--- src/design/hal_pkg.sv ---
// hal_pkg: shared constants for the hashed address lock table
// op codes, field widths and stream packing widths
// no dependencies
package hal_pkg;

    // request op codes
    localparam logic [1:0] OP_LOCK   = 2'd0;
    localparam logic [1:0] OP_UNLOCK = 2'd1;
    localparam logic [1:0] OP_CLEAR  = 2'd2;

    // request field widths
    localparam int OP_W    = 2;
    localparam int ADDR_W  = 12;
    localparam int LEN_W   = 16;
    localparam int OWNER_W = 32;

    // result field widths
    localparam int BLK_W     = 6;
    localparam int CNT_OUT_W = 7;

    // line count dividend: length + offset + line size - 1 stays below 2^17
    localparam int LDIV_W = 17;

    // stream data widths, padded to whole bytes
    localparam int S_TDATA_W = 64;
    localparam int M_TDATA_W = 16;

endpackage

--- src/design/hal_cdiv.sv ---
// hal_cdiv: divide an unsigned value by a fixed divisor
// power-of-two divisors by shift and mask, others by reciprocal multiplication
// no dependencies
module hal_cdiv #(
    parameter int DIVISOR = 64,
    parameter int DW      = 17
) (
    input  logic                         aclk,
    input  logic                         aresetn,
    input  logic                         start,
    input  logic [DW-1:0]                dividend,
    output logic                         done,
    output logic [DW-1:0]                quot,
    output logic [$clog2(DIVISOR)-1:0]   rem
);

    localparam int RW      = $clog2(DIVISOR);
    localparam bit IS_POW2 = ((DIVISOR & (DIVISOR - 1)) == 0);

    generate
        if (IS_POW2) begin : g_shift
            logic          done_reg;
            logic [DW-1:0] quot_reg;
            logic [RW-1:0] rem_reg;

            // done is start registered
            always_ff @(posedge aclk) begin
                if (!aresetn) begin
                    done_reg <= 1'b0;
                end else begin
                    done_reg <= start;
                end
            end

            // shift and mask
            always_ff @(posedge aclk) begin
                if (start) begin
                    quot_reg <= dividend >> RW;
                    rem_reg  <= dividend[RW-1:0];
                end
            end

            assign done = done_reg;
            assign quot = quot_reg;
            assign rem  = rem_reg;
        end else begin : g_recip
            // reciprocal rounded up; exact for every DW-bit dividend
            localparam int              SH      = DW + RW;
            localparam int              MW      = DW + 2;
            localparam longint unsigned RECIP   =
                ((64'd1 << SH) + 64'(DIVISOR) - 64'd1) / 64'(DIVISOR);
            localparam logic [MW-1:0]   RECIP_C = MW'(RECIP);
            localparam logic [DW-1:0]   DIV_C   = DW'(DIVISOR);

            logic             stage_reg;
            logic             done_reg;
            logic [DW-1:0]    dvd_reg;
            logic [DW-1:0]    quot_reg;
            logic [RW-1:0]    rem_reg;
            logic [DW+MW-1:0] prod;
            logic [DW-1:0]    qd;
            logic [DW-1:0]    rem_full;

            // quotient by multiply and shift, remainder by back-multiply
            assign prod     = (DW + MW)'(dividend) * (DW + MW)'(RECIP_C);
            assign qd       = quot_reg * DIV_C;
            assign rem_full = dvd_reg - qd;

            // quotient registered on start; remainder and done registered on stage_reg
            always_ff @(posedge aclk) begin
                if (!aresetn) begin
                    stage_reg <= 1'b0;
                    done_reg  <= 1'b0;
                end else begin
                    stage_reg <= start;
                    done_reg  <= stage_reg;
                end
            end

            always_ff @(posedge aclk) begin
                if (start) begin
                    dvd_reg  <= dividend;
                    quot_reg <= DW'(prod >> SH);
                end
                if (stage_reg) begin
                    rem_reg <= rem_full[RW-1:0];
                end
            end

            assign done = done_reg;
            assign quot = quot_reg;
            assign rem  = rem_reg;
        end
    endgenerate

endmodule

--- src/design/hal_mem.sv ---
// hal_mem: slot owner memory, one write and one registered read port
// per-entry valid bits make unwritten or cleared slots read as free
// depends on hal_pkg
module hal_mem
    import hal_pkg::*;
#(
    parameter int DEPTH = 64,
    parameter int AW    = 6
) (
    input  logic               aclk,
    input  logic               aresetn,
    input  logic               clr_all,
    input  logic               wr_en,
    input  logic [AW-1:0]      wr_addr,
    input  logic [OWNER_W-1:0] wr_data,
    input  logic               rd_en,
    input  logic [AW-1:0]      rd_addr,
    output logic [OWNER_W-1:0] rd_data
);

    logic [OWNER_W-1:0] mem [DEPTH];
    logic [DEPTH-1:0]   valid_reg;
    logic               rd_valid_reg;
    logic [OWNER_W-1:0] rd_data_reg;

    // valid bits: cleared at once by reset or clear all
    always_ff @(posedge aclk) begin
        if (!aresetn) begin
            valid_reg    <= '0;
            rd_valid_reg <= 1'b0;
        end else begin
            if (clr_all) begin
                valid_reg <= '0;
            end else if (wr_en) begin
                valid_reg[wr_addr] <= 1'b1;
            end
            if (rd_en) begin
                rd_valid_reg <= valid_reg[rd_addr];
            end
        end
    end

    // storage array
    always_ff @(posedge aclk) begin
        if (wr_en) begin
            mem[wr_addr] <= wr_data;
        end
        if (rd_en) begin
            rd_data_reg <= mem[rd_addr];
        end
    end

    assign rd_data = rd_valid_reg ? rd_data_reg : '0;

endmodule

--- src/design/hashed_address_lock_table_unit.sv ---
// hashed_address_lock_table_unit: top level of the address lock table
// depends on hal_pkg, hal_cdiv, hal_mem
//
// channel  dir  width  fields (lowest bit first)
// s_axis   in   64     op[1:0] address[13:2] length[29:14] owner[61:30]
// m_axis   out  16     busy_res[0] blocking_slot[6:1] slot_count[13:7]
//
// one request at a time; a lock over n slots does a memory read scan, then one
// write per slot unless the scan finds a slot holding the request's owner; unlock
// only writes; a non-power-of-two line size or slot count divides by reciprocal
// multiplication, with the remainder registered after the quotient
// reset clears all slots at once through per-slot valid bits
// a new request is taken while the previous result waits on m_tready
module hashed_address_lock_table_unit
    import hal_pkg::*;
#(
    parameter int SLOT_COUNT = 64,
    parameter int LINE_BYTES = 64
) (
    input  logic                 aclk,
    input  logic                 aresetn,
    input  logic                 s_tvalid,
    output logic                 s_tready,
    input  logic [S_TDATA_W-1:0] s_tdata,   // op, address, length, owner
    output logic                 m_tvalid,
    input  logic                 m_tready,
    output logic [M_TDATA_W-1:0] m_tdata    // busy_res, blocking_slot, slot_count
);

    localparam int SW  = $clog2(SLOT_COUNT);
    localparam int CW  = $clog2(SLOT_COUNT + 1);
    localparam int LRW = $clog2(LINE_BYTES);

    localparam logic [2:0] ST_IDLE  = 3'd0;
    localparam logic [2:0] ST_DIVA  = 3'd1;
    localparam logic [2:0] ST_DIVB  = 3'd2;
    localparam logic [2:0] ST_PREP  = 3'd3;
    localparam logic [2:0] ST_SCAN  = 3'd4;
    localparam logic [2:0] ST_WRITE = 3'd5;
    localparam logic [2:0] ST_DONE  = 3'd6;

    // request fields
    logic [OP_W-1:0]    s_op;
    logic [ADDR_W-1:0]  s_address;
    logic [LEN_W-1:0]   s_length;
    logic [OWNER_W-1:0] s_owner;
    logic               s_accept;

    assign s_op      = s_tdata[1:0];
    assign s_address = s_tdata[13:2];
    assign s_length  = s_tdata[29:14];
    assign s_owner   = s_tdata[61:30];
    assign s_accept  = s_tvalid && s_tready;

    logic [2:0]         state_reg;
    logic [2:0]         state_next;
    logic [OP_W-1:0]    op_reg;
    logic [OWNER_W-1:0] owner_reg;
    logic [LEN_W-1:0]   length_reg;
    logic [SW-1:0]      base_reg;
    logic [CW-1:0]      count_reg;
    logic [CW-1:0]      wrap_reg;
    logic [CW-1:0]      k_reg;
    logic               lines_ok_reg;
    logic               base_ok_reg;
    logic               pend_reg;
    logic [SW-1:0]      pend_slot_reg;
    logic               busy_reg;
    logic [SW-1:0]      blk_reg;
    logic               m_valid_reg;
    logic [M_TDATA_W-1:0] m_data_reg;

    // line divider, shared between address split and line count
    logic              lb_start;
    logic [LDIV_W-1:0] lb_dividend;
    logic              lb_done;
    logic [LDIV_W-1:0] lb_quot;
    logic [LRW-1:0]    lb_rem;

    // slot divider for the base slot
    logic              sc_start;
    logic              sc_done;
    logic [SW-1:0]     sc_rem;

    logic              is_range;
    logic [CW-1:0]     count_cap;
    logic [CW:0]       base_plus;
    logic [CW:0]       slot_sum;
    logic [SW-1:0]     slot_k;
    logic              issue;
    logic              hit;
    logic              out_free;

    // memory port
    logic               mem_clr;
    logic               mem_wr_en;
    logic [OWNER_W-1:0] mem_wr_data;
    logic               mem_rd_en;
    logic [OWNER_W-1:0] mem_rd_data;

    assign is_range = (s_op == OP_LOCK) || (s_op == OP_UNLOCK);

    // divider operand selection
    assign lb_start = (s_accept && is_range) || (state_reg == ST_DIVA && lb_done);
    assign lb_dividend = (state_reg == ST_IDLE)
        ? LDIV_W'(s_address)
        : LDIV_W'(length_reg) + LDIV_W'(lb_rem) + LDIV_W'(LINE_BYTES - 1);
    assign sc_start = (state_reg == ST_DIVA) && lb_done;

    hal_cdiv #(
        .DIVISOR (LINE_BYTES),
        .DW      (LDIV_W)
    ) u_line_div (
        .aclk     (aclk),
        .aresetn  (aresetn),
        .start    (lb_start),
        .dividend (lb_dividend),
        .done     (lb_done),
        .quot     (lb_quot),
        .rem      (lb_rem)
    );

    hal_cdiv #(
        .DIVISOR (SLOT_COUNT),
        .DW      (ADDR_W)
    ) u_slot_div (
        .aclk     (aclk),
        .aresetn  (aresetn),
        .start    (sc_start),
        .dividend (lb_quot[ADDR_W-1:0]),
        .done     (sc_done),
        .quot     (),
        .rem      (sc_rem)
    );

    // slot count saturates at the table size
    assign count_cap = (lb_quot > LDIV_W'(SLOT_COUNT))
        ? CW'(SLOT_COUNT) : lb_quot[CW-1:0];

    // wrapped slots first, then base upward
    assign base_plus = (CW + 1)'(base_reg) + (CW + 1)'(count_reg);
    assign slot_sum  = (CW + 1)'(base_reg) + (CW + 1)'(k_reg) - (CW + 1)'(wrap_reg);
    assign slot_k    = (k_reg < wrap_reg) ? k_reg[SW-1:0] : slot_sum[SW-1:0];

    // scan control
    assign issue    = (k_reg != count_reg);
    assign hit      = pend_reg && (mem_rd_data == owner_reg);
    assign out_free = !m_valid_reg || m_tready;

    assign mem_clr     = s_accept && (s_op == OP_CLEAR);
    assign mem_rd_en   = (state_reg == ST_SCAN) && issue;
    assign mem_wr_en   = (state_reg == ST_WRITE);
    assign mem_wr_data = (op_reg == OP_LOCK) ? owner_reg : '0;

    hal_mem #(
        .DEPTH (SLOT_COUNT),
        .AW    (SW)
    ) u_mem (
        .aclk    (aclk),
        .aresetn (aresetn),
        .clr_all (mem_clr),
        .wr_en   (mem_wr_en),
        .wr_addr (slot_k),
        .wr_data (mem_wr_data),
        .rd_en   (mem_rd_en),
        .rd_addr (slot_k),
        .rd_data (mem_rd_data)
    );

    // next state
    always_comb begin
        state_next = state_reg;
        case (state_reg)
            ST_IDLE: begin
                if (s_accept) begin
                    state_next = is_range ? ST_DIVA : ST_DONE;
                end
            end
            ST_DIVA: begin
                if (lb_done) begin
                    state_next = ST_DIVB;
                end
            end
            ST_DIVB: begin
                if ((lines_ok_reg || lb_done) && (base_ok_reg || sc_done)) begin
                    state_next = ST_PREP;
                end
            end
            ST_PREP: begin
                if (count_reg == '0) begin
                    state_next = ST_DONE;
                end else if (op_reg == OP_LOCK) begin
                    state_next = ST_SCAN;
                end else begin
                    state_next = ST_WRITE;
                end
            end
            ST_SCAN: begin
                if (hit) begin
                    state_next = ST_DONE;
                end else if (!issue && !pend_reg) begin
                    state_next = ST_WRITE;
                end
            end
            ST_WRITE: begin
                if (k_reg + 1'b1 == count_reg) begin
                    state_next = ST_DONE;
                end
            end
            ST_DONE: begin
                if (out_free) begin
                    state_next = ST_IDLE;
                end
            end
            default: begin
                state_next = ST_IDLE;
            end
        endcase
    end

    // control registers
    always_ff @(posedge aclk) begin
        if (!aresetn) begin
            state_reg    <= ST_IDLE;
            lines_ok_reg <= 1'b0;
            base_ok_reg  <= 1'b0;
            pend_reg     <= 1'b0;
            m_valid_reg  <= 1'b0;
        end else begin
            state_reg <= state_next;
            if (state_reg == ST_DIVA) begin
                lines_ok_reg <= 1'b0;
                base_ok_reg  <= 1'b0;
            end else if (state_reg == ST_DIVB) begin
                if (lb_done) begin
                    lines_ok_reg <= 1'b1;
                end
                if (sc_done) begin
                    base_ok_reg <= 1'b1;
                end
            end
            pend_reg <= mem_rd_en;
            if (state_reg == ST_DONE && out_free) begin
                m_valid_reg <= 1'b1;
            end else if (m_tready) begin
                m_valid_reg <= 1'b0;
            end
        end
    end

    // request and working registers
    always_ff @(posedge aclk) begin
        case (state_reg)
            ST_IDLE: begin
                if (s_accept) begin
                    op_reg     <= s_op;
                    owner_reg  <= (s_owner == '0) ? OWNER_W'(1) : s_owner;
                    length_reg <= s_length;
                    busy_reg   <= 1'b0;
                    blk_reg    <= '0;
                    count_reg  <= (s_op == OP_CLEAR) ? CW'(SLOT_COUNT) : '0;
                end
            end
            ST_DIVB: begin
                if (lb_done) begin
                    count_reg <= count_cap;
                end
                if (sc_done) begin
                    base_reg <= sc_rem;
                end
            end
            ST_PREP: begin
                k_reg    <= '0;
                wrap_reg <= (base_plus > (CW + 1)'(SLOT_COUNT))
                    ? CW'(base_plus - (CW + 1)'(SLOT_COUNT)) : '0;
            end
            ST_SCAN: begin
                if (issue) begin
                    k_reg         <= k_reg + 1'b1;
                    pend_slot_reg <= slot_k;
                end
                if (hit) begin
                    busy_reg <= 1'b1;
                    blk_reg  <= pend_slot_reg;
                end else if (!issue && !pend_reg) begin
                    k_reg <= '0;
                end
            end
            ST_WRITE: begin
                k_reg <= k_reg + 1'b1;
            end
            default: begin
            end
        endcase
    end

    // result register
    logic [SW+BLK_W-1:0]     blk_ext;
    logic [CW+CNT_OUT_W-1:0] cnt_ext;

    assign blk_ext = {{BLK_W{1'b0}}, blk_reg};
    assign cnt_ext = {{CNT_OUT_W{1'b0}}, count_reg};

    always_ff @(posedge aclk) begin
        if (state_reg == ST_DONE && out_free) begin
            m_data_reg <= {2'b00, cnt_ext[CNT_OUT_W-1:0], blk_ext[BLK_W-1:0], busy_reg};
        end
    end

    assign s_tready = (state_reg == ST_IDLE);
    assign m_tvalid = m_valid_reg;
    assign m_tdata  = m_data_reg;

endmodule
--- config.mk ---
export PLATFORM = sky130hd
export DESIGN_NAME = hashed_address_lock_table_unit
export DESIGN_NICKNAME = d
export VERILOG_FILES = /design/src/design/hal_pkg.sv /design/src/design/hal_cdiv.sv /design/src/design/hal_mem.sv /design/src/design/hashed_address_lock_table_unit.sv
export SDC_FILE = /design/constraint.sdc
export NUM_CORES = 2
export LEC_CHECK = 0
export BUFFER_PORTS_ARGS = -buffer_cell sky130_fd_sc_hd__buf_2
export CAP_MARGIN = 20
export CELL_PAD_IN_SITES_DETAIL_PLACEMENT = 0
export CELL_PAD_IN_SITES_GLOBAL_PLACEMENT = 2
export CORE_MARGIN = 2
export CORE_UTILIZATION = 46
export CTS_BUF_LIST = sky130_fd_sc_hd__clkbuf_8
export DETAILED_ROUTE_END_ITERATION = 12
export PLACE_DENSITY_LB_ADDON = 0.1
export SYNTH_ARGS = -nofsm -noshare
export SYNTH_HDL_FRONTEND = slang
export SYNTH_HIERARCHICAL = 1
export SYNTH_SLANG_ARGS = --single-unit
--- constraint.sdc ---
create_clock -name aclk -period 6.3 [get_ports aclk]
set_input_delay 0.63 -clock aclk [delete_from_list [all_inputs] [get_ports aclk]]
set_output_delay 0.63 -clock aclk [all_outputs]
set_load 0.02 [all_outputs]
==> results.txt <==
Routability cong.: 0.7779
Site Rows: 160
TritonCTS Sinks: 2,281
Worst Path Arrival: 6.13 ns
Clock root cell: clkbuf_8
Slew at the pin closest to its max-slew limit: 1.060 ns
P per Cell Area: 471.1 mW/mm^2
CP peak stage delay: 1.07 ns
Wire length on met2: 108,400 um
H-tree Lvls: 5
Setup TNS: 0 ns
CTS tree: built
Core Area: 0.1906 sq mm
Top Family by Delay on Critical Path: simple AND/OR/NAND/NOR gates
Post-Syn Area: 0.08846 sq mm
Gr usage total: 23.37%
M1 wire length: 97,980 um
Synthesis Warnings: 6
Dpl ws: 0.9680 ns
Top Metal Used: met5
Critical path launch point type: flop
Clock Skew: 0.06829 ns
Die Y-Extent: 442.5 um
Share of layout cells above drive strength 1: 32.20%
CP Max Fanout: 19
CP Capture Type: flop
Required @ worst endpoint: 7.04 ns
Die area: 0.1958 sq mm
Routed vias/inst: 5.852
Worst hold start: s_tvalid
DR WL met3: 14,900 um
Most frequent cells in the layout: 2,207 x edfxtp_1, 654 x mux4_2, 414 x clkbuf_8
Critical path's slowest cell: nor2_4
Max-Cap Viols: 0
Status: complete, no violations
Final setup margin: 0.9051 ns
Die Wd: 442.5 um
First-pass GRT wire length: 323,800 um
Post-cts sizing count: 0
Number of global-route vias before repair: 43,760
Layout area overhead: 15.11%
Later-pin clock latency in the skew report: 1.09 ns
Worst Hold End: state_reg[0]$_SDFFE_PN0P_
HPWL Detailed: 127,600 um
Maximum clock frequency: 0.1854 GHz
Setup violations, final: 0
Placed Area: 0.09354 sq mm
R2R Path Start: k_reg[1]$_DFFE_PN_
Crit path buf inv count: 3
DRT Pass-1 Iters: 5
Worst relative slew slack: 28.59%
GRT Residual Overflow: 0
Routed len/inst: 31.35 um
Reg-to-reg endpoint: u_mem/mem[26][3]$_DFFE_PP_
Kind of critical path: flop to flop
Port Buffers: 81
Final slew viol count: 0
Commonest non-fill, non-tap cell in the layout: edfxtp_1
Nets: 4,562
Hold Crit Depth: 5
R2R cell count: 14
Clk buf depth: 4
Crit path time final: 5.395 ns
Total detailed-routing wirelength: 227,800 um
Routed vias: 42,520
Drt drc: 0
ANT nets after route: 0
Largest register FFs: 2,048
Fill count: 14,840
Clk slew on worst S/H paths: 0.07 ns
Maximum vdd ir drop: 0.3896 mV
I/O pins: 86
Hold WC Path Type: primary input to flop
Mapped Avg Cell Area: 22.45 sq um
Fin area: 0.1018 sq mm
Number of cells on the critical path: 14
CTS buffer count: 394
Lkg Pwr: 33.01 nW
RSZ-0062 raised after global routing: no
Pin count of the biggest net entering global routing: 86
Initial antenna violation count: 7
First DRT Iteration DRCs: 4,092
Fin crit share: 85.63%
FF-to-FF setup slack: 0.91 ns
Cells after Synth: 3,940
Final Hold Fails: 0
Cell chain of the critical path: inv_1 > fa_1 > inv_1 > ha_1 > a21o_1 > a21oi_1 > o21bai_1 > a21oi_1 > xnor2_1 > nand2_1 > xnor2_2 > nand3b_1 > nor2_4 > buf_12
Initial Utilization: 46.41%
==> layer usage <==
layer / GRT usage (%) / vias to the layer above
li1: - / 17630
met1: 33.21 / 23070
met2: 36.53 / 1433
met3: 4.795 / 385
met4: 7.578 / 2
met5: 0 / -
==> report_power, final <==
group          switching, W  total [W]  internal (W)
registers          0.000273     0.0180        0.0178
logic               0.00959     0.0175       0.00795
clock network       0.00587     0.0124       0.00652
==> how the worst max path moves through the flow <==
stage / to / startpoint / slack (ns)
6_report: u_mem/mem[26][3]$_DFFE_PP_ / k_reg[1]$_DFFE_PN_ / 0.91
5_1_grt: u_mem/mem[39][16]$_DFFE_PP_ / k_reg[1]$_DFFE_PN_ / 0.67
4_1_cts: u_mem/mem[26][3]$_DFFE_PP_ / k_reg[1]$_DFFE_PN_ / 0.94
3_5_place_dp: u_mem/mem[26][7]$_DFFE_PP_ / k_reg[1]$_DFFE_PN_ / 0.97
3_3_place_gp: u_mem/mem[26][6]$_DFFE_PP_ / k_reg[1]$_DFFE_PN_ / 0.93
2_1_floorplan: u_mem/mem[49][0]$_DFFE_PP_ / k_reg[1]$_DFFE_PN_ / 0.49
==> worst min-delay path, cell delays in order <==
cell and delay (ns):
buf_2 0.11, nor2_1 0.04, nor2_1 0.08, a2111oi_1 0.09
a211oi_1 0.16
==> repair_timing <==
item,4_1_cts,5_1_grt
setup buffers,0,0
hold buffers,64,0
setup endpoints to repair,0,0
endpoints found under the hold margin,67,0
==> through the flow <==
step,cells,hold WS (ns),total power (W),util (%)
2_1_floorplan,3946,0.4003,0.02998,-
3_3_place_gp,6478,0.4054,0.03587,49.05
3_5_place_dp,6481,0.4045,0.03597,49.08
4_1_cts,7230,0.004265,0.04845,53.14
5_1_grt,7260,0.1573,0.05005,53.42
6_report,7266,0.1033,0.04796,53.42
==> layout make-up <==
class	instances	area [sq um]	share of cell area, %
inverter	60	225.2	0.2212
tap	2511	3142	3.086
timing repair buffer	343	3483	3.421
antenna	10	25.02	0.02458
multi-input combinational	1376	20080	19.72
clock buffer	414	5698	5.596
sequential	2281	67760	66.55
clock inverter	271	1409	1.384
No activity file was read; power rests on OpenSTA's default activity.
